<file path="src/rtl/core/i2crm_pkg.sv">
// Package for the I2C register master: word types, bus phase codes,
// command, stage and status codes, the half period clamp and the line-level decode function.
// Depends on nothing; used by every module of the block.
`default_nettype none

package i2crm_pkg;

    localparam int TIMER_W = 16;
    localparam int HALF_W = 16;
    localparam logic [63:0] TIMER_MAX = (64'd1 << TIMER_W) - 64'd1;
    localparam int QUEUE_DEPTH = 4;
    localparam int QUEUE_PTR_W = $clog2(QUEUE_DEPTH);
    localparam int QUEUE_CNT_W = $clog2(QUEUE_DEPTH + 1);

    localparam logic [1:0] OP_TICK = 2'd0;
    localparam logic [1:0] OP_WRITE = 2'd1;
    localparam logic [1:0] OP_READ = 2'd2;

    localparam logic [4:0] PH_IDLE = 5'd0;
    localparam logic [4:0] PH_ST_A = 5'd1;
    localparam logic [4:0] PH_ST_B = 5'd2;
    localparam logic [4:0] PH_ST_C = 5'd3;
    localparam logic [4:0] PH_RS_GAP = 5'd4;
    localparam logic [4:0] PH_BIT_LO = 5'd5;
    localparam logic [4:0] PH_BIT_HI = 5'd6;
    localparam logic [4:0] PH_ACK_LO = 5'd7;
    localparam logic [4:0] PH_ACK_HI = 5'd8;
    localparam logic [4:0] PH_ACK_END = 5'd9;
    localparam logic [4:0] PH_RX_GAP = 5'd10;
    localparam logic [4:0] PH_RX_HI = 5'd11;
    localparam logic [4:0] PH_RX_LO = 5'd12;
    localparam logic [4:0] PH_NK_A = 5'd13;
    localparam logic [4:0] PH_NK_B = 5'd14;
    localparam logic [4:0] PH_NK_C = 5'd15;
    localparam logic [4:0] PH_SP_A = 5'd16;
    localparam logic [4:0] PH_SP_B = 5'd17;
    localparam logic [4:0] PH_SP_C = 5'd18;

    localparam logic [1:0] STG_ADDR_W = 2'd0;
    localparam logic [1:0] STG_REG = 2'd1;
    localparam logic [1:0] STG_DATA = 2'd2;
    localparam logic [1:0] STG_ADDR_R = 2'd3;

    localparam logic [2:0] ST_OK = 3'd0;
    localparam logic [2:0] ST_ADDR_NACK = 3'd1;
    localparam logic [2:0] ST_REG_NACK = 3'd2;
    localparam logic [2:0] ST_RADDR_NACK = 3'd3;
    localparam logic [2:0] ST_DATA_NACK = 3'd4;

    localparam logic [HALF_W-1:0] HALF_RESET = HALF_W'(3);
    localparam logic [2:0] BIT_TOP = 3'd7;

    localparam int REG_HALF = 0;

    typedef struct packed {
        logic [1:0] operation;
        logic [6:0] device_address;
        logic [7:0] register_address;
        logic [7:0] write_data;
        logic       sda_sample;
    } t_in_word;

    typedef struct packed {
        logic       scl_level;
        logic       sda_level;
        logic       sda_listening;
        logic       busy_res;
        logic       done_res;
        logic [2:0] status;
        logic [7:0] read_data;
        logic       command_ignored;
    } t_out_word;

    typedef struct packed {
        logic       begin_cmd;
        logic       rd;
        logic [6:0] device_address;
        logic [7:0] register_address;
        logic [7:0] write_data;
        logic       sda_sample;
    } t_item;

    typedef struct packed {
        logic scl;
        logic sda;
        logic listen;
    } t_levels;

    function automatic logic [TIMER_W-1:0] eff_half(input logic [HALF_W-1:0] h);
        logic [63:0] v;
        v = 64'(h);
        if (v == 64'd0) begin
            v = 64'd1;
        end
        if (v > TIMER_MAX) begin
            v = TIMER_MAX;
        end
        return v[TIMER_W-1:0];
    endfunction

    function automatic t_levels drive_levels(input logic [4:0] ph, input logic [7:0] sh,
                                             input logic [2:0] bi);
        t_levels l;
        logic b;
        b = sh[bi];
        l.listen = 1'b0;
        l.scl = 1'b1;
        l.sda = 1'b1;
        case (ph)
            PH_ST_A: begin
                l.scl = 1'b1; l.sda = 1'b1;
            end
            PH_ST_B, PH_SP_B: begin
                l.scl = 1'b1; l.sda = 1'b0;
            end
            PH_ST_C, PH_RS_GAP, PH_ACK_END, PH_SP_A: begin
                l.scl = 1'b0; l.sda = 1'b0;
            end
            PH_BIT_LO: begin
                l.scl = 1'b0; l.sda = b;
            end
            PH_BIT_HI: begin
                l.scl = 1'b1; l.sda = b;
            end
            PH_ACK_LO, PH_RX_GAP, PH_RX_LO: begin
                l.scl = 1'b0; l.sda = 1'b1; l.listen = 1'b1;
            end
            PH_ACK_HI, PH_RX_HI: begin
                l.scl = 1'b1; l.sda = 1'b1; l.listen = 1'b1;
            end
            PH_NK_A, PH_NK_C: begin
                l.scl = 1'b0; l.sda = 1'b1;
            end
            default: begin
                l.scl = 1'b1; l.sda = 1'b1;
            end
        endcase
        return l;
    endfunction

endpackage

`default_nettype wire

</file>
<file path="src/rtl/core/i2crm_front.sv">
// Front end of the I2C register master: classifies each incoming word
// into a begin command or a plain tick. Depends on i2crm_pkg.
`default_nettype none

module i2crm_front (
    input  wire i2crm_pkg::t_in_word i_word,
    output i2crm_pkg::t_item         o_item
);

    always_comb begin
        o_item.begin_cmd = (i_word.operation == i2crm_pkg::OP_WRITE) ||
                           (i_word.operation == i2crm_pkg::OP_READ);
        o_item.rd = (i_word.operation == i2crm_pkg::OP_READ);
        o_item.device_address = i_word.device_address;
        o_item.register_address = i_word.register_address;
        o_item.write_data = i_word.write_data;
        o_item.sda_sample = i_word.sda_sample;
    end

endmodule

`default_nettype wire

</file>
<file path="src/rtl/core/i2crm_queue.sv">
// Short register queue between the front end and the bus sequencer.
// Depends on i2crm_pkg for the item type and depth.
`default_nettype none

module i2crm_queue (
    input  wire                    i_clk,
    input  wire                    i_rst_n,
    input  wire                    i_push,
    input  wire i2crm_pkg::t_item  i_item,
    output logic                   o_full,
    input  wire                    i_pop,
    output logic                   o_empty,
    output i2crm_pkg::t_item       o_item
);

    i2crm_pkg::t_item r_mem [i2crm_pkg::QUEUE_DEPTH];
    logic [i2crm_pkg::QUEUE_PTR_W-1:0] r_wr_ptr, n_wr_ptr;
    logic [i2crm_pkg::QUEUE_PTR_W-1:0] r_rd_ptr, n_rd_ptr;
    logic [i2crm_pkg::QUEUE_CNT_W-1:0] r_count, n_count;
    logic do_push, do_pop;

    assign o_full = (r_count == i2crm_pkg::QUEUE_CNT_W'(i2crm_pkg::QUEUE_DEPTH));
    assign o_empty = (r_count == '0);
    assign do_push = i_push && !o_full;
    assign do_pop = i_pop && !o_empty;
    assign o_item = r_mem[r_rd_ptr];

    always_comb begin
        n_wr_ptr = do_push ? r_wr_ptr + 1'b1 : r_wr_ptr;
        n_rd_ptr = do_pop ? r_rd_ptr + 1'b1 : r_rd_ptr;
        n_count = r_count;
        if (do_push && !do_pop) begin
            n_count = r_count + 1'b1;
        end else if (do_pop && !do_push) begin
            n_count = r_count - 1'b1;
        end
    end

    always_ff @(posedge i_clk) begin
        if (!i_rst_n) begin
            r_wr_ptr <= '0;
            r_rd_ptr <= '0;
            r_count <= '0;
        end else begin
            r_wr_ptr <= n_wr_ptr;
            r_rd_ptr <= n_rd_ptr;
            r_count <= n_count;
        end
    end

    always_ff @(posedge i_clk) begin
        if (do_push) begin
            r_mem[r_wr_ptr] <= i_item;
        end
    end

    a_count_range: assert property (@(posedge i_clk) disable iff (!i_rst_n)
        r_count <= i2crm_pkg::QUEUE_CNT_W'(i2crm_pkg::QUEUE_DEPTH))
        else $error("queue count beyond depth");

    a_count_track: assert property (@(posedge i_clk) disable iff (!i_rst_n)
        (do_push && !do_pop) |=> (r_count == $past(r_count) + 1'b1))
        else $error("queue count missed a push");

endmodule

`default_nettype wire

</file>
<file path="src/rtl/core/i2crm_back.sv">
// Bus sequencer of the I2C register master: runs the phase machine one
// item per cycle while the queue holds an item and the output is not stalled,
// and holds the result word in an output register. Depends on i2crm_pkg.
`default_nettype none

module i2crm_back (
    input  wire                                 i_clk,
    input  wire                                 i_rst_n,
    input  wire [i2crm_pkg::HALF_W-1:0]         i_half,
    input  wire                                 i_empty,
    input  wire i2crm_pkg::t_item               i_item,
    output logic                                o_pop,
    output logic                                o_valid,
    input  wire                                 i_stall,
    output i2crm_pkg::t_out_word                o_word
);

    logic [4:0] r_phase, n_phase;
    logic [2:0] r_bit, n_bit;
    logic [7:0] r_shift, n_shift;
    logic [i2crm_pkg::TIMER_W-1:0] r_timer, n_timer;
    logic [6:0] r_dev, n_dev;
    logic [7:0] r_regaddr, n_regaddr;
    logic [7:0] r_payload, n_payload;
    logic r_is_read, n_is_read;
    logic [1:0] r_stage, n_stage;
    logic [2:0] r_status, n_status;
    logic r_out_valid;
    i2crm_pkg::t_out_word r_out, n_out;
    logic [i2crm_pkg::TIMER_W-1:0] half_eff;
    logic [i2crm_pkg::TIMER_W:0] timer_inc;
    i2crm_pkg::t_levels lv;
    logic done, ignored;
    logic [2:0] res_status;
    logic [7:0] res_data;

    assign o_pop = !i_empty && (!r_out_valid || !i_stall);
    assign o_valid = r_out_valid;
    assign o_word = r_out;
    assign half_eff = i2crm_pkg::eff_half(i_half);
    assign timer_inc = {1'b0, r_timer} + 1'b1;

    always_comb begin
        n_phase = r_phase;
        n_bit = r_bit;
        n_shift = r_shift;
        n_timer = r_timer;
        n_dev = r_dev;
        n_regaddr = r_regaddr;
        n_payload = r_payload;
        n_is_read = r_is_read;
        n_stage = r_stage;
        n_status = r_status;
        done = 1'b0;
        ignored = 1'b0;
        res_status = i2crm_pkg::ST_OK;
        res_data = 8'd0;
        if (r_phase == i2crm_pkg::PH_IDLE) begin
            if (i_item.begin_cmd) begin
                n_dev = i_item.device_address;
                n_regaddr = i_item.register_address;
                n_payload = i_item.write_data;
                n_is_read = i_item.rd;
                n_stage = i2crm_pkg::STG_ADDR_W;
                n_status = i2crm_pkg::ST_OK;
                n_shift = {i_item.device_address, 1'b0};
                n_bit = i2crm_pkg::BIT_TOP;
                n_timer = '0;
                n_phase = i2crm_pkg::PH_ST_A;
            end
        end else begin
            ignored = i_item.begin_cmd;
            if (timer_inc < {1'b0, half_eff}) begin
                n_timer = timer_inc[i2crm_pkg::TIMER_W-1:0];
            end else begin
                n_timer = '0;
                case (r_phase)
                    i2crm_pkg::PH_ST_A: begin
                        n_phase = i2crm_pkg::PH_ST_B;
                    end
                    i2crm_pkg::PH_ST_B: begin
                        n_phase = i2crm_pkg::PH_ST_C;
                    end
                    i2crm_pkg::PH_ST_C: begin
                        n_phase = (r_stage == i2crm_pkg::STG_ADDR_R) ?
                                  i2crm_pkg::PH_RS_GAP : i2crm_pkg::PH_BIT_LO;
                    end
                    i2crm_pkg::PH_RS_GAP: begin
                        n_phase = i2crm_pkg::PH_BIT_LO;
                    end
                    i2crm_pkg::PH_BIT_LO: begin
                        n_phase = i2crm_pkg::PH_BIT_HI;
                    end
                    i2crm_pkg::PH_BIT_HI: begin
                        if (r_bit == 3'd0) begin
                            n_bit = i2crm_pkg::BIT_TOP;
                            n_phase = i2crm_pkg::PH_ACK_LO;
                        end else begin
                            n_bit = r_bit - 1'b1;
                            n_phase = i2crm_pkg::PH_BIT_LO;
                        end
                    end
                    i2crm_pkg::PH_ACK_LO: begin
                        n_phase = i2crm_pkg::PH_ACK_HI;
                    end
                    i2crm_pkg::PH_ACK_HI: begin
                        if (i_item.sda_sample) begin
                            case (r_stage)
                                i2crm_pkg::STG_ADDR_W: n_status = i2crm_pkg::ST_ADDR_NACK;
                                i2crm_pkg::STG_REG: n_status = i2crm_pkg::ST_REG_NACK;
                                i2crm_pkg::STG_DATA: n_status = i2crm_pkg::ST_DATA_NACK;
                                default: n_status = i2crm_pkg::ST_RADDR_NACK;
                            endcase
                        end
                        n_phase = i2crm_pkg::PH_ACK_END;
                    end
                    i2crm_pkg::PH_ACK_END: begin
                        if (r_status != i2crm_pkg::ST_OK) begin
                            n_phase = i2crm_pkg::PH_SP_A;
                        end else begin
                            case (r_stage)
                                i2crm_pkg::STG_ADDR_W: begin
                                    n_stage = i2crm_pkg::STG_REG;
                                    n_shift = r_regaddr;
                                    n_phase = i2crm_pkg::PH_BIT_LO;
                                end
                                i2crm_pkg::STG_REG: begin
                                    if (r_is_read) begin
                                        n_stage = i2crm_pkg::STG_ADDR_R;
                                        n_shift = {r_dev, 1'b1};
                                        n_phase = i2crm_pkg::PH_ST_A;
                                    end else begin
                                        n_stage = i2crm_pkg::STG_DATA;
                                        n_shift = r_payload;
                                        n_phase = i2crm_pkg::PH_BIT_LO;
                                    end
                                end
                                i2crm_pkg::STG_DATA: begin
                                    n_phase = i2crm_pkg::PH_SP_A;
                                end
                                default: begin
                                    n_shift = 8'd0;
                                    n_bit = i2crm_pkg::BIT_TOP;
                                    n_phase = i2crm_pkg::PH_RX_GAP;
                                end
                            endcase
                        end
                    end
                    i2crm_pkg::PH_RX_GAP: begin
                        n_phase = i2crm_pkg::PH_RX_HI;
                    end
                    i2crm_pkg::PH_RX_HI: begin
                        if (i_item.sda_sample) begin
                            n_shift[r_bit] = 1'b1;
                        end
                        n_phase = i2crm_pkg::PH_RX_LO;
                    end
                    i2crm_pkg::PH_RX_LO: begin
                        if (r_bit == 3'd0) begin
                            n_bit = i2crm_pkg::BIT_TOP;
                            n_phase = i2crm_pkg::PH_NK_A;
                        end else begin
                            n_bit = r_bit - 1'b1;
                            n_phase = i2crm_pkg::PH_RX_HI;
                        end
                    end
                    i2crm_pkg::PH_NK_A: begin
                        n_phase = i2crm_pkg::PH_NK_B;
                    end
                    i2crm_pkg::PH_NK_B: begin
                        n_phase = i2crm_pkg::PH_NK_C;
                    end
                    i2crm_pkg::PH_NK_C: begin
                        n_phase = i2crm_pkg::PH_SP_A;
                    end
                    i2crm_pkg::PH_SP_A: begin
                        n_phase = i2crm_pkg::PH_SP_B;
                    end
                    i2crm_pkg::PH_SP_B: begin
                        n_phase = i2crm_pkg::PH_SP_C;
                    end
                    i2crm_pkg::PH_SP_C: begin
                        n_phase = i2crm_pkg::PH_IDLE;
                        done = 1'b1;
                        res_status = r_status;
                        res_data = (r_is_read && (r_status == i2crm_pkg::ST_OK)) ?
                                   r_shift : 8'd0;
                    end
                    default: begin
                        n_phase = i2crm_pkg::PH_IDLE;
                    end
                endcase
            end
        end
        lv = i2crm_pkg::drive_levels(n_phase, n_shift, n_bit);
        n_out.scl_level = lv.scl;
        n_out.sda_level = lv.sda;
        n_out.sda_listening = lv.listen;
        n_out.busy_res = (n_phase != i2crm_pkg::PH_IDLE);
        n_out.done_res = done;
        n_out.status = res_status;
        n_out.read_data = res_data;
        n_out.command_ignored = ignored;
    end

    always_ff @(posedge i_clk) begin
        if (!i_rst_n) begin
            r_phase <= i2crm_pkg::PH_IDLE;
            r_bit <= i2crm_pkg::BIT_TOP;
            r_shift <= 8'd0;
            r_timer <= '0;
            r_dev <= 7'd0;
            r_regaddr <= 8'd0;
            r_payload <= 8'd0;
            r_is_read <= 1'b0;
            r_stage <= i2crm_pkg::STG_ADDR_W;
            r_status <= i2crm_pkg::ST_OK;
            r_out_valid <= 1'b0;
        end else begin
            if (o_pop) begin
                r_phase <= n_phase;
                r_bit <= n_bit;
                r_shift <= n_shift;
                r_timer <= n_timer;
                r_dev <= n_dev;
                r_regaddr <= n_regaddr;
                r_payload <= n_payload;
                r_is_read <= n_is_read;
                r_stage <= n_stage;
                r_status <= n_status;
                r_out_valid <= 1'b1;
            end else if (!i_stall) begin
                r_out_valid <= 1'b0;
            end
        end
    end

    always_ff @(posedge i_clk) begin
        if (o_pop) begin
            r_out <= n_out;
        end
    end

    a_done_ends_busy: assert property (@(posedge i_clk) disable iff (!i_rst_n)
        (r_out_valid && r_out.done_res) |-> !r_out.busy_res)
        else $error("done word still shows busy");

    a_status_on_done: assert property (@(posedge i_clk) disable iff (!i_rst_n)
        (r_out_valid && (r_out.status != i2crm_pkg::ST_OK)) |-> r_out.done_res)
        else $error("error status outside a done word");

    a_data_on_ok_read: assert property (@(posedge i_clk) disable iff (!i_rst_n)
        (r_out_valid && (r_out.read_data != 8'd0)) |->
        (r_out.done_res && (r_out.status == i2crm_pkg::ST_OK)))
        else $error("read data outside a successful done word");

    a_idle_bus_released: assert property (@(posedge i_clk) disable iff (!i_rst_n)
        (r_out_valid && !r_out.busy_res) |-> (r_out.scl_level && r_out.sda_level))
        else $error("bus not released while idle");

endmodule

`default_nettype wire

</file>
<file path="src/rtl/core/i2c_register_master.sv">
// Top level of the I2C register master: configuration port, front end,
// queue and bus sequencer. Depends on i2crm_pkg, i2crm_front,
// i2crm_queue and i2crm_back.
//
//   channel   direction  handshake                   word
//   in        input      i_in_valid / o_in_stall     i2crm_pkg::t_in_word
//   out       output     o_out_valid / i_out_stall   i2crm_pkg::t_out_word
//   config    input      psel/penable/pwrite/pready  half_period_ticks at 0x0
//
// A word is accepted every cycle while the four-entry queue has room. The
// result word is loaded into the output register at the edge at which its
// word leaves the queue, so even with an empty queue and a free output a
// word passes through a queue entry and then the output register. The phase
// timer, not the clock, sets the bus timing. Reset is synchronous and
// empties the queue, the output register and the sequencer, and restores
// a half period of 3.
// An output stall holds the result register and lets the queue fill, after
// which o_in_stall rises.
`default_nettype none

module i2c_register_master (
    input  wire                        i_clk,
    input  wire                        i_rst_n,
    input  wire                        i_in_valid,
    output logic                       o_in_stall,
    input  wire i2crm_pkg::t_in_word   i_in_word,
    output logic                       o_out_valid,
    input  wire                        i_out_stall,
    output i2crm_pkg::t_out_word       o_out_word,
    input  wire                        psel,
    input  wire                        penable,
    input  wire                        pwrite,
    input  wire [2:0]                  paddr,
    input  wire [31:0]                 pwdata,
    output logic [31:0]                prdata,
    output logic                       pready
);

    logic [i2crm_pkg::HALF_W-1:0] r_half;
    i2crm_pkg::t_item front_item;
    i2crm_pkg::t_item queue_item;
    logic queue_full, queue_empty, queue_pop;
    logic cfg_write;

    assign pready = 1'b1;
    assign cfg_write = psel && penable && pwrite && pready &&
                       (paddr[2] == 1'(i2crm_pkg::REG_HALF));
    assign prdata = (paddr[2] == 1'(i2crm_pkg::REG_HALF)) ? 32'(r_half) : 32'd0;
    assign o_in_stall = queue_full;

    always_ff @(posedge i_clk) begin
        if (!i_rst_n) begin
            r_half <= i2crm_pkg::HALF_RESET;
        end else if (cfg_write) begin
            r_half <= pwdata[i2crm_pkg::HALF_W-1:0];
        end
    end

    i2crm_front u_front (
        .i_word (i_in_word),
        .o_item (front_item)
    );

    i2crm_queue u_queue (
        .i_clk   (i_clk),
        .i_rst_n (i_rst_n),
        .i_push  (i_in_valid),
        .i_item  (front_item),
        .o_full  (queue_full),
        .i_pop   (queue_pop),
        .o_empty (queue_empty),
        .o_item  (queue_item)
    );

    i2crm_back u_back (
        .i_clk   (i_clk),
        .i_rst_n (i_rst_n),
        .i_half  (r_half),
        .i_empty (queue_empty),
        .i_item  (queue_item),
        .o_pop   (queue_pop),
        .o_valid (o_out_valid),
        .i_stall (i_out_stall),
        .o_word  (o_out_word)
    );

endmodule

`default_nettype wire

</file>
<file path="config.mk">
export PLATFORM = sky130hd
export DESIGN_NAME = i2c_register_master
export DESIGN_NICKNAME = d
export VERILOG_FILES = /design/src/rtl/core/i2crm_pkg.sv /design/src/rtl/core/i2crm_front.sv /design/src/rtl/core/i2crm_queue.sv /design/src/rtl/core/i2crm_back.sv /design/src/rtl/core/i2c_register_master.sv
export SDC_FILE = /design/constraint.sdc
export NUM_CORES = 1
export LEC_CHECK = 0
export BUFFER_PORTS_ARGS = -buffer_cell sky130_fd_sc_hd__buf_2
export CAP_MARGIN = 20
export CORE_MARGIN = 2
export CORE_UTILIZATION = 53
export CTS_BUF_LIST = sky130_fd_sc_hd__clkbuf_16
export DETAILED_ROUTE_END_ITERATION = 12
export PLACE_DENSITY = 0.76
export SKIP_CTS_REPAIR_TIMING = 1
export SYNTH_ARGS = -nofsm -noshare
export SYNTH_HDL_FRONTEND = slang
export SYNTH_SLANG_ARGS = --single-unit
</file>
<file path="constraint.sdc">
create_clock -name i_clk -period 3.7 [get_ports i_clk]
set_input_delay 0 -clock i_clk [delete_from_list [all_inputs] [get_ports i_clk]]
set_output_delay 0 -clock i_clk [all_outputs]
set_load 0.01 [all_outputs]
</file>
## After elaboration in Yosys (flattened, before gate mapping)

Memories as Yosys holds them, arrays and structs flattened. A register that Yosys moved wholly into a read port is not among the register bits.
Index checks and enable logic that the tools add are counted.

| storage, ports and cells | value |
|---|---|
| flip-flop bits (word level) | 102 |
| bits in latches | 0 |
| memory bits (writable) | 104 |
| ROM bits | 0 |
| bits of input ports | 68 |
| output and inout port bits | 52 |
| logic and storage cells | 185 |
| memories kept | 1 |

Memories:

| memory | words | bits a word | rd ports | clocked after Yosys merged registers in | write ports | RTL line | source |
|---|---|---|---|---|---|---|---|
| u_queue.r_mem | 4 | 26 | 1 | 1 | 1 | i2crm_queue.sv:16 | `i2crm_pkg::t_item r_mem [i2crm_pkg::QUEUE_DEPTH];` |

| cells by class | value |
|---|---|
| add/subtract/negate cells | 6 |
| $mul | 0 |
| div/mod/pow operators | 0 |
| magnitude comparators | 5 |
| equal/unequal tests | 43 |
| shift operators | 0 |
| muxes and demuxes | 59 |
| bitwise operators | 4 |
| reduce and logical (&&, ||, !) cells | 44 |

Operators by type and width:

| kind | count |
|---|---|
| 16-bit two-way mux | 6 |
| 5-bit one-hot mux with 17 select lines | 1 |
| 5-bit by 4-bit == test with 1-bit output, second input constant | 15 |
| 8-bit two-way mux | 6 |
| 3-bit two-way mux | 15 |
| 5-bit by 3-bit == test with 1-bit output, second input constant | 8 |
| 5-bit == test, second input constant | 5 |
| 8-bit one-hot mux with 3 select lines | 1 |
| 5-bit by 2-bit == test with 1-bit output, second input constant | 4 |
| 5-bit two-way mux | 4 |
| 16-bit by 1-bit adder with 17-bit output, second input constant | 1 |
| 17-bit by 16-bit less-than comparator with 1-bit output | 1 |
| 16-bit > comparator, second input constant | 1 |
| 16-bit logical NOT | 1 |
| 2-bit two-way mux | 8 |
| 8-bit one-hot mux with 2 select lines | 1 |
| 5-bit one-hot mux with 3 select lines | 1 |
| 1-bit logical AND | 10 |
| 1-bit two-way mux | 10 |
| 2-bit one-hot mux with 5 select lines | 1 |
| 5-bit OR reduction | 2 |
| 3-bit logical NOT | 3 |
| 3-bit one-hot mux with 3 select lines | 1 |
| 3-bit by 4-bit less-than comparator with 1-bit output, second input constant | 2 |
| 29 further kinds | 53 |

## Longest topological paths before layout

Gate-level depths: netlist (run 1).

| logic depth | value |
|---|---|
| word-level depth | 12 |
| gate-level depth with buffers | 17 |
| gate-level depth less buffers | 16 |

## Cells and area by module

From an unflattened synthesis (run 1), not the netlist that was laid out.

| unflattened totals | value |
|---|---|
| cells, all modules | 934 |
| area, all modules | 10327.4 um2 |

By module, submodules not included:

| module | times used | cells an instance | area an instance (um2) | seq. area each (um2) |
|---|---|---|---|---|
| i2crm_back | 1 | 617 | 4952.2 | 1751.7 |
| i2crm_queue | 1 | 184 | 4257.8 | 3303.2 |
| i2c_register_master | 1 | 106 | 917.1 | 320.3 |
| i2crm_front | 1 | 27 | 200.2 | 0.0 |

## Worst setup path after synthesis (run 1)

OpenSTA, ideal clock, no wires.

| timing | value |
|---|---|
| kind | register to register |
| start | reg u_back.r_timer[2] (netlist name) |
| end | reg u_back.r_out, in the netlist u_back.o_word[15], data pin |
| library setup time | 0.263 ns |
| data arrival time | 3.556 ns |
| data required time | 3.437 ns |
| path slack | -0.119 ns |
| stages on the path, launching flop included | 18 |
| buffers on the path | 1 |
| period minus slack after synthesis | 3.819 ns |
| cells stage by stage | dfxtp_1 and4_1 and2_1 nand3_1 nor2b_1 nand4_1 xnor2_1 ha_1 nand3_1 o221ai_1 nor4_2 a21oi_4 buf_4 and3_1 a2111oi_0 nor2_1 o211ai_1 a31oi_1 |

RTL lines:

| what | RTL line | source |
|---|---|---|
| from (decl) | i2crm_back.sv:21 | `logic [i2crm_pkg::TIMER_W-1:0] r_timer, n_timer;` |
| from (signal assigned) | i2crm_back.sv:224 | `r_timer <= n_timer;` |
| to (signal assigned) | i2crm_back.sv:240 | `r_out <= n_out;` |
| to (decl) | i2crm_back.sv:29 | `i2crm_pkg::t_out_word r_out, n_out;` |

==> qor.csv, run 1 <==
metric,value,unit
path_buf_inv,2,
hp-class,input port to flop,
worst_path_most_repeated_cell,buf_4,
nets,1161,
cts.htree.levels,1,
worst_slack,-0.0520,ns
firstDrtPassIters,6,
cts_root_buffer,clkbuf_16,
setup_viol,2,
ys_types,82,
multi_input_area,4630,um^2
ant_nets,0,
core.rowCount,50,
netlist_top_cells_area,"edfxtp_1, dfxtp_1, mux4_2, nand2_1, ha_1",
path_max_fanout,4,
hold_violations,0,
synth_compound_area_share,12.5,%
ys_ff_latch,208,
gp_congestion,0.955,
clock_latency,0.51,ns
synth_top_family_by_area,simple AND/OR/NAND/NOR gates,
die_x,142,um
drt_first_iter_violations,500,
grtUsageTotal,21.7,%
drc,0,
via_count,7444,
fillers,1400,
clock-sinks,208,
yosys.area.top_type,edfxtp_1,
arrival,4.11,ns
yosysWarnings,0,
synth_top_area_share,35.8,%
ir_drop,0.430,mV
die-area,20200,um^2
fin_cells,1313,
vias_per_cell,5.67,
r2r_setup_slack,-0.05,ns
yosys.area_share.simple,16.3,%
diodes,0,
crit_slowest_cell,or3_1,
synthAdderAreaFrac,3.78,%
syn_to_final_growth,23.3,%
routed_wirelength,23300,um
crit_type,flop to flop,
synth_area,10100,um^2
synth_xor_area_share,1.73,%
failed_checks,setup timing,
outcome,finished with violations,
fin_worst_skew,0.0126,ns
worstPathCellList,"and4_4, and2_4, buf_4, nand4_1, nor2_2, xor2_1, ha_1, nand3_4, nor3_4, nor4_2, buf_4, a211oi_4, mux2_4, or3_1, o211ai_2, o211ai_1, a31oi_1",
drive_above_1_share,25.7,%
cts_buffers,22,
port-buffer-count,84,
power_density,694,nW/um^2
start_util,54.0,%
avgSynthCellArea,11.3,um^2
place_hpwl,14700,um
grt_pass1_vias,6953,
rsz0062_at_grt,true,
worstMarginPinSlew,0.891,ns
synth.most_common_cell,nand2_1,
crit_family,simple AND/OR/NAND/NOR gates,
seqCellArea,5380,um^2
period_needed,3.75,ns
grt.overflow.total,0,
synth_edf_count,121,
fmax,267,MHz
endpoint_kind,flop,
fin_crit_sh,101,%
cts_tree,built,
synthTopCellsByCount,"nand2_1, edfxtp_1, dfxtp_1",
grt_pass1_wl,35300,um
grt_max_degree,56,
max_stage_delay,0.40,ns
synthFlopType,edfxtp_1,
maxCapViolCount,0,
die_height,142,um
wl_per_cell,17.8,um
clock_path_buffers,3,
slew_violations,0,
cellLeakagePower,4.72,nW
place_ws,-0.201,ns
syn_inst,896,
synthMuxAreaShare,8.29,%
dp_cells,1219,
antenna_found_initial,0,
startpoint_type,flop,
cp.required,4.06,ns
num_io_pins,120,
ys_seq_area_share,53.0,%
core,18800,um^2
relSlewSlack,40.6,%
clk_pin_slew,0.06,ns
synthArstFlopShare,0,%
## layout by cell type, fill, tap and decap left out, drive strengths merged, types with 17 or more instances in the layout
cell / netlist / final
a21oi: 26 / 26
ha: 29 / 29
o21ai: 23 / 23
nand2: 134 / 134
conb: 2 / 17
dfxtp: 87 / 87
inv: 28 / 32
a22oi: 21 / 21
clkbuf: 40 / 22
edfxtp: 121 / 121
mux4: 26 / 26
nor2b: 29 / 29
nor2: 45 / 45
a21boi: 42 / 42
buf: 25 / 150
dlygate4sd3: 0 / 43
and2: 36 / 36
## kinds of logic after synthesis
family	Yosys count
buffers and inverters	94
multiplexers	49
flip-flops	208
XOR/XNOR	20
adder cells (fa/ha/maj)	30
AND/OR/NAND/NOR	320
AO/OA/AOI/OAI	173
other	2
## where the power goes
part           switching (mW)  leakage [nW]  internal (mW)
clock                   0.900         0.363           1.29
sequential              0.334          1.83           2.91
combinational            1.84          2.53           1.39
total                    3.08          4.72           5.59
## layout make-up
type                       count  share of cell area [%]
clock buffer                  22                    4.41
clock inverter                18                    1.33
inverter                      29                   0.871
multi-input combinational    609                    37.1
sequential                   208                    43.1
tap                          234                    2.34
timing repair buffer         193                    10.9
## worst min-delay path: cells and delay by family
family / cells / cell delay, ns
fa+ha+maj: 1 / 0.15
buf+inv: 3 / 0.24
## path summary, 6_finish.rpt
kind                           from                    to  cells after the start
setup / recovery  u_back.r_timer[2]     u_back.o_word[15]                     17
hold / removal        i_in_word[24]  u_queue.r_mem[0][25]                      4
setup reg to reg  u_back.r_timer[2]     u_back.o_word[15]                     17
hold reg to reg     u_back.r_dev[6]       u_back.r_dev[6]                      2
## registers in the layout, summed over array words and instances (netlist names), named ones only
register and flops:
u_back.o_valid 1, u_back.r_timer 16, r_half 16, u_back.r_dev 7, u_queue.r_mem 104, u_back.r_status 3, u_back.r_stage 2, u_back.r_payload 8
u_back.o_word 17, u_back.r_phase 5, u_back.r_bit 3, u_queue.r_rd_ptr 2, u_back.r_regaddr 8, u_back.r_is_read 1, u_queue.r_count 3, u_queue.r_wr_ptr 2
u_back.r_shift 8
## per-layer routing
metal  vias up  wire length, um  GRT usage, %  part of all wire, %
met5         -                0             0                    0
met4         0              498          5.84                  2.1
met3        42             1040          2.73                  4.4
met2       227            11700          37.0                   50
met1      3609            10100          29.5                   43
li1       3566                -             -                    -
## stage by stage
step                      utilization, %  total power, mW  hold WS, ns  cell area, um^2  setup TNS, ns
after CTS                           62.5             8.44       -0.313            11700          -2.05
after floorplan                        -             5.32       0.0989            10200              0
after detailed placement            58.7             6.23        0.212            11000          -1.52
final                               66.6             8.67       0.0549            12500         -0.102
after global placement              58.7             6.17        0.210            11000         -0.205
after global routing                66.6             9.16       0.0841            12500          -1.29
(Power assumes the default switching activity.)
==> run 2, diff against run 1 <==
--- a/config.mk
+++ b/config.mk
@@ -11,8 +11,7 @@
 export CORE_UTILIZATION = 53
 export CTS_BUF_LIST = sky130_fd_sc_hd__clkbuf_16
 export DETAILED_ROUTE_END_ITERATION = 12
-export PLACE_DENSITY = 0.76
-export SKIP_CTS_REPAIR_TIMING = 1
+export PLACE_DENSITY = 0.87
 export SYNTH_ARGS = -nofsm -noshare
 export SYNTH_HDL_FRONTEND = slang
 export SYNTH_SLANG_ARGS = --single-unit
==> qor.csv, run 2 (same netlist as run 1, synthesis figures left out) <==
metric,value,unit,change
outcome,finished with violations,,
failed_checks,setup timing,,
cts_tree,built,,
layout_commonest_cell,nand2_1,,
fmax,265,MHz,-0.72%
firstDrtPassIters,5,,-1
vias_per_cell,5.68,,+0.16%
arrival,4.13,ns,+0.02 ns
top_register,u_queue.r_mem,,
place_hpwl,15400,um,+4.3%
crit_type,flop to flop,,
clock-sinks,208,,unchanged
cts.htree.levels,1,,unchanged
start_util,54.0,%,unchanged
die_height,142,um,unchanged
clk_pin_slew,0.06,ns,about the same
final_area,12300,um^2,-1.3%
rsz0062_at_grt,true,,
wl_met3,1230,um,+19%
cts_buffers,21,,-4.5%
core,18800,um^2,unchanged
die_x,142,um,unchanged
m1WireLength,9660,um,-4.2%
relSlewSlack,47.6,%,+7.0 points
ir_drop,0.509,mV,+18%
final_cell_mix,"nand2_1, edfxtp_1, buf_2",,
syn_to_final_growth,21.6,%,
routed.top_layer,met4,,
slew_violations,0,,unchanged
antenna_found_initial,0,,unchanged
cp.required,4.05,ns,about the same
clock_latency,0.50,ns,about the same
core.rowCount,50,,unchanged
fin_worst_skew,0.00976,ns,-0.00280 ns
worstMarginPinSlew,0.784,ns,-0.107 ns
post-route-util,65.7,%,-0.89 points
gp_congestion,0.940,,-1.5%
hp-class,input port to flop,,
placed_area,11000,um^2,-0.48%
clock_path_buffers,3,,unchanged
hold_slack,0.0390,ns,-0.0159 ns
startpoint_type,flop,,
drive_above_1_share,24.4,%,-1.3 points
hold_violations,0,,unchanged
port-buffer-count,84,,unchanged
grt_max_degree,45,,-20%
power_density,675,nW/um^2,-2.7%
wl_per_cell,18.1,um,+2.1%
grtUsageTotal,23.2,%,+1.5 points
place_ws,-0.241,ns,-0.0396 ns
path_max_fanout,3,,-1
endpoint_kind,flop,,
num_io_pins,120,,unchanged
drc,0,,unchanged
drt_first_iter_violations,647,,+29%
worst_slack,-0.0791,ns,-0.0271 ns
grt_pass1_vias,7485,,+7.7%
grt.overflow.total,0,,unchanged
finalSetupTns,-0.0791,ns,+0.0227 ns
maxCapViolCount,0,,unchanged
diodes,0,,unchanged
cts_root_buffer,clkbuf_16,,
cellLeakagePower,4.67,nW,-1.1%
nets,1153,,-0.69%
routed_wirelength,23600,um,+1.4%
die-area,20200,um^2,unchanged
ant_nets,0,,unchanged
grt_pass1_wl,37500,um,+6.2%
fin_crit_sh,102,%,+0.73 points
period_needed,3.78,ns,+0.0271 ns
largest_reg_flops,104,,unchanged
via_count,7405,,-0.52%
setup_viol,1,,-1
wl_met2,12000,um,+3.0%
run 2: changes by cell type in the layout (fill, tap and decap cells not counted), sizes merged:
cell         delta
buf             -9
bufinv          -3
clkbuf          -1
clkinv          -6
clkinvlp        -1
dlygate4sd3     +2
inv             +9
run 2: per-stage QoR:
step           std cells  power, mW
6_report            1304       8.33
4_1_cts             1298       8.22
3_5_place_dp        1212       6.23
2_1_floorplan        911       5.32
5_1_grt             1304       8.78
3_3_place_gp        1212       6.13
run 2: layout make-up:
cell class	count	area [um^2]
fillers	1366	6440
multi-input cells	609	4630
repair buffers	186	1320
inverters	29	109
flip-flops and latches	208	5380
clock buffers	21	526
clock inverters	17	72.6
well taps	234	293
run 2: timing repair:
| action | in CTS | in global routing |
|---|---|---|
| hold endpoints to repair | 121 | 0 |
| pin swaps | 10 | 18 |
| setup endpoints to repair | 11 | 37 |
| setup buffers | 3 | 7 |
| resized for setup | 19 | 27 |
| hold buffers | 45 | 0 |
run 2: power breakdown:
part / internal [mW] / switching (mW) / total (mW)
Combinational: 1.37 / 1.82 / 3.18
Sequential: 2.91 / 0.351 / 3.26
Clock: 1.03 / 0.856 / 1.88
run 2: worst max-delay path, cell delays in order (launching register included):
cell and delay (ns):
dfxtp_2 0.32, and4_1 0.22, and2_4 0.16, nand3_2 0.09, nor2b_2 0.15, nand4_1 0.17, xnor2_2 0.22, ha_4 0.30
nand3_4 0.12, nor3_4 0.24, nor4_2 0.08, buf_4 0.17, a211oi_4 0.29, mux2_4 0.34, or3_4 0.39, o211ai_2 0.07
o211ai_1 0.11, a31oi_1 0.17
run 2: worst paths after layout:
check	from	slack, ns	endpoint	cells past startpoint
worst max-delay path	u_back.r_timer[2]	-0.08	u_back.o_word[15]	17
worst min-delay path	i_rst_n	0.04	r_half[1]	2
worst min register to register	u_back.r_dev[6]	0.45	u_back.r_dev[6]	2
worst max register to register	u_back.r_timer[2]	-0.08	u_back.o_word[15]	17
run 2: per-layer routing:
metal / global-route usage, % / vias to the layer above
li1: - / 3536
met1: 29.1 / 3574
met2: 41.5 / 238
met3: 3.50 / 57
met4: 7.03 / 0
met5: 0 / -
==> run 3, diff against run 2 <==
==> constraint.sdc (replaced) <==
create_clock -name i_clk -period 3.3 [get_ports i_clk]
set_input_delay 0 -clock i_clk [delete_from_list [all_inputs] [get_ports i_clk]]
set_output_delay 0 -clock i_clk [all_outputs]
set_load 0.01 [all_outputs]
==> qor.csv, run 3 (same netlist as run 1, synthesis figures left out) <==
metric,value,unit,change
clock-sinks,208,,unchanged
clock_latency,0.50,ns,about the same
r2r_setup_slack,-0.38,ns,-0.30 ns
clk_pin_slew,0.06,ns,about the same
period_needed,3.68,ns,-0.104 ns
hold_violations,0,,unchanged
place_hpwl,15200,um,-0.67%
clock_path_buffers,3,,unchanged
grt_pass1_wl,38400,um,+2.3%
firstDrtPassIters,5,,unchanged
maxCapViolCount,0,,unchanged
cts_tree,built,,
final_area,12800,um^2,+4.0%
top_register,u_queue.r_mem,,
min_to,u_queue.r_mem[0][24],,
hp-class,input port to flop,,
arrival,3.91,ns,-0.22 ns
ir_drop,0.664,mV,+30%
slew_violations,0,,unchanged
worstMarginPinSlew,1.03,ns,+0.243 ns
grt.overflow.total,0,,unchanged
final_cell_mix,"nand2_1, edfxtp_1, buf_2",,
drt_first_iter_violations,635,,-1.9%
die_x,142,um,unchanged
fillers,1307,,-4.3%
relSlewSlack,31.5,%,-16 points
placed_area,11200,um^2,+2.6%
cellLeakagePower,4.88,nW,+4.4%
layout_commonest_cell,nand2_1,,
dp_cells,1236,,+2.0%
fin_cells,1331,,+2.1%
cts.htree.levels,1,,unchanged
fin_worst_skew,0.0127,ns,+0.00294 ns
gp_congestion,0.924,,-1.7%
core.rowCount,50,,unchanged
place_ws,-0.459,ns,-0.218 ns
syn_to_final_growth,26.5,%,
vias_per_cell,5.77,,+1.7%
antenna_found_initial,0,,unchanged
largest_reg_flops,104,,unchanged
post-route-util,68.3,%,+2.6 points
drc,0,,unchanged
rsz0062_at_grt,true,,
cts_root_buffer,clkbuf_16,,
total_power,10.1,mW,+21%
fin_crit_sh,111,%,+9.2 points
endpoint_kind,flop,,
drive_above_1_share,29.6,%,+5.2 points
die-area,20200,um^2,unchanged
wl_per_cell,18.2,um,+0.18%
setup_viol,33,,+32
ant_nets,0,,unchanged
cts_buffers,23,,+9.5%
path_max_fanout,7,,+4
rr_startpoint,u_back.r_timer[2],,
grtUsageTotal,23.7,%,+0.53 points
hold_slack,0.0250,ns,-0.0140 ns
die_height,142,um,unchanged
port-buffer-count,84,,unchanged
crit_type,flop to flop,,
worst_slack,-0.375,ns,-0.296 ns
min_delay_path_depth,3,,+1
startpoint_type,flop,,
cp.required,3.54,ns,-0.51 ns
via_count,7684,,+3.8%
grt_pass1_vias,7649,,+2.2%
routed_wirelength,24200,um,+2.3%
r2r_cells,17,,unchanged
outcome,finished with violations,,
finalSetupTns,-3.13,ns,-3.05 ns
hold_path.startpoint,i_in_word[24],,
diodes,0,,unchanged
grt_max_degree,67,,+49%
failed_checks,setup timing,,
core,18800,um^2,unchanged
nets,1179,,+2.3%
timing.rr.end,u_back.o_word[16],,
fmax,272,MHz,+2.8%
num_io_pins,120,,unchanged
power_density,786,nW/um^2,+16%
start_util,54.0,%,unchanged
run 3: cell count changes in the layout (fill, tap and decap cells not counted), moves of 4 or more:
cell and delta:
o221ai_1 -4, o221ai_2 +4, o21ai_1 +6, and2_1 -9
and2_4 +9, o21ai_0 -6, nor2_4 +4, buf_6 +5
inv_1 -10, nor2_1 -4, buf_4 +22
run 3: worst max-delay path by stage:
| stage | slack (ns) | cells past startpoint | to | start |
|---|---|---|---|---|
| 3_5_place_dp | -0.46 | 17 | u_back.o_word[15] | u_back.r_timer[2] |
| 6_report | -0.38 | 17 | u_back.o_word[16] | u_back.r_timer[2] |
| 3_3_place_gp | -0.37 | 17 | u_back.o_word[15] | u_back.r_timer[2] |
| 5_1_grt | -0.53 | 16 | u_back.o_word[14] | u_back.r_timer[2] |
| 2_1_floorplan | -0.23 | 16 | u_back.o_word[15] | u_back.r_timer[2] |
| 4_1_cts | -0.28 | 15 | u_back.o_word[15] | u_back.r_timer[2] |
run 3: report_power, final:
part	leakage [nW]	total (mW)	internal [mW]	switching (mW)
registers	1.83	3.56	3.26	0.296
clock network	0.372	2.53	1.51	1.02
logic	2.68	4.00	1.75	2.24
run 3: layout make-up:
class                      count  area, um^2  share of cell area, %
clock buffer                  23         576                   4.49
tap                          234         293                   2.28
timing repair buffer         210        1510                   11.8
multi-input combinational    609        4780                   37.3
clock inverter                18         174                   1.36
sequential                   208        5380                   42.0
inverter                      29         109                  0.849
run 3: routing by layer:
layer / vias to the layer above / share of wire, % / GRT usage, %
met5: - / 0 / 0
met3: 59 / 4.7 / 3.57
met1: 3761 / 41 / 29.6
met4: 0 / 2.5 / 7.97
li1: 3602 / - / -
met2: 262 / 52 / 42.3
run 3: worst max-delay path, cell delays in order, from the launching register on:
cell,delay [ns]
dfxtp_2,0.32
and4_1,0.21
and2_4,0.17
nand4_1,0.22
nor2_1,0.21
xor2_1,0.21
ha_1,0.30
nand3_4,0.15
o221ai_4,0.14
nor4_4,0.29
a21oi_4,0.10
buf_12,0.16
buf_6,0.11
mux2_4,0.32
nor3_4,0.13
a21oi_1,0.09
o211ai_1,0.17
a22oi_1,0.09
run 3: repair_timing:
item / CTS / global route
gates resized for setup: 37 / 37
hold endpoints to repair: 121 / 0
endpoints found under the setup margin: 42 / 51
hold buffers: 42 / 0
gates cloned: 1 / 0
pin swaps: 24 / 11
buffers inserted: 8 / 6
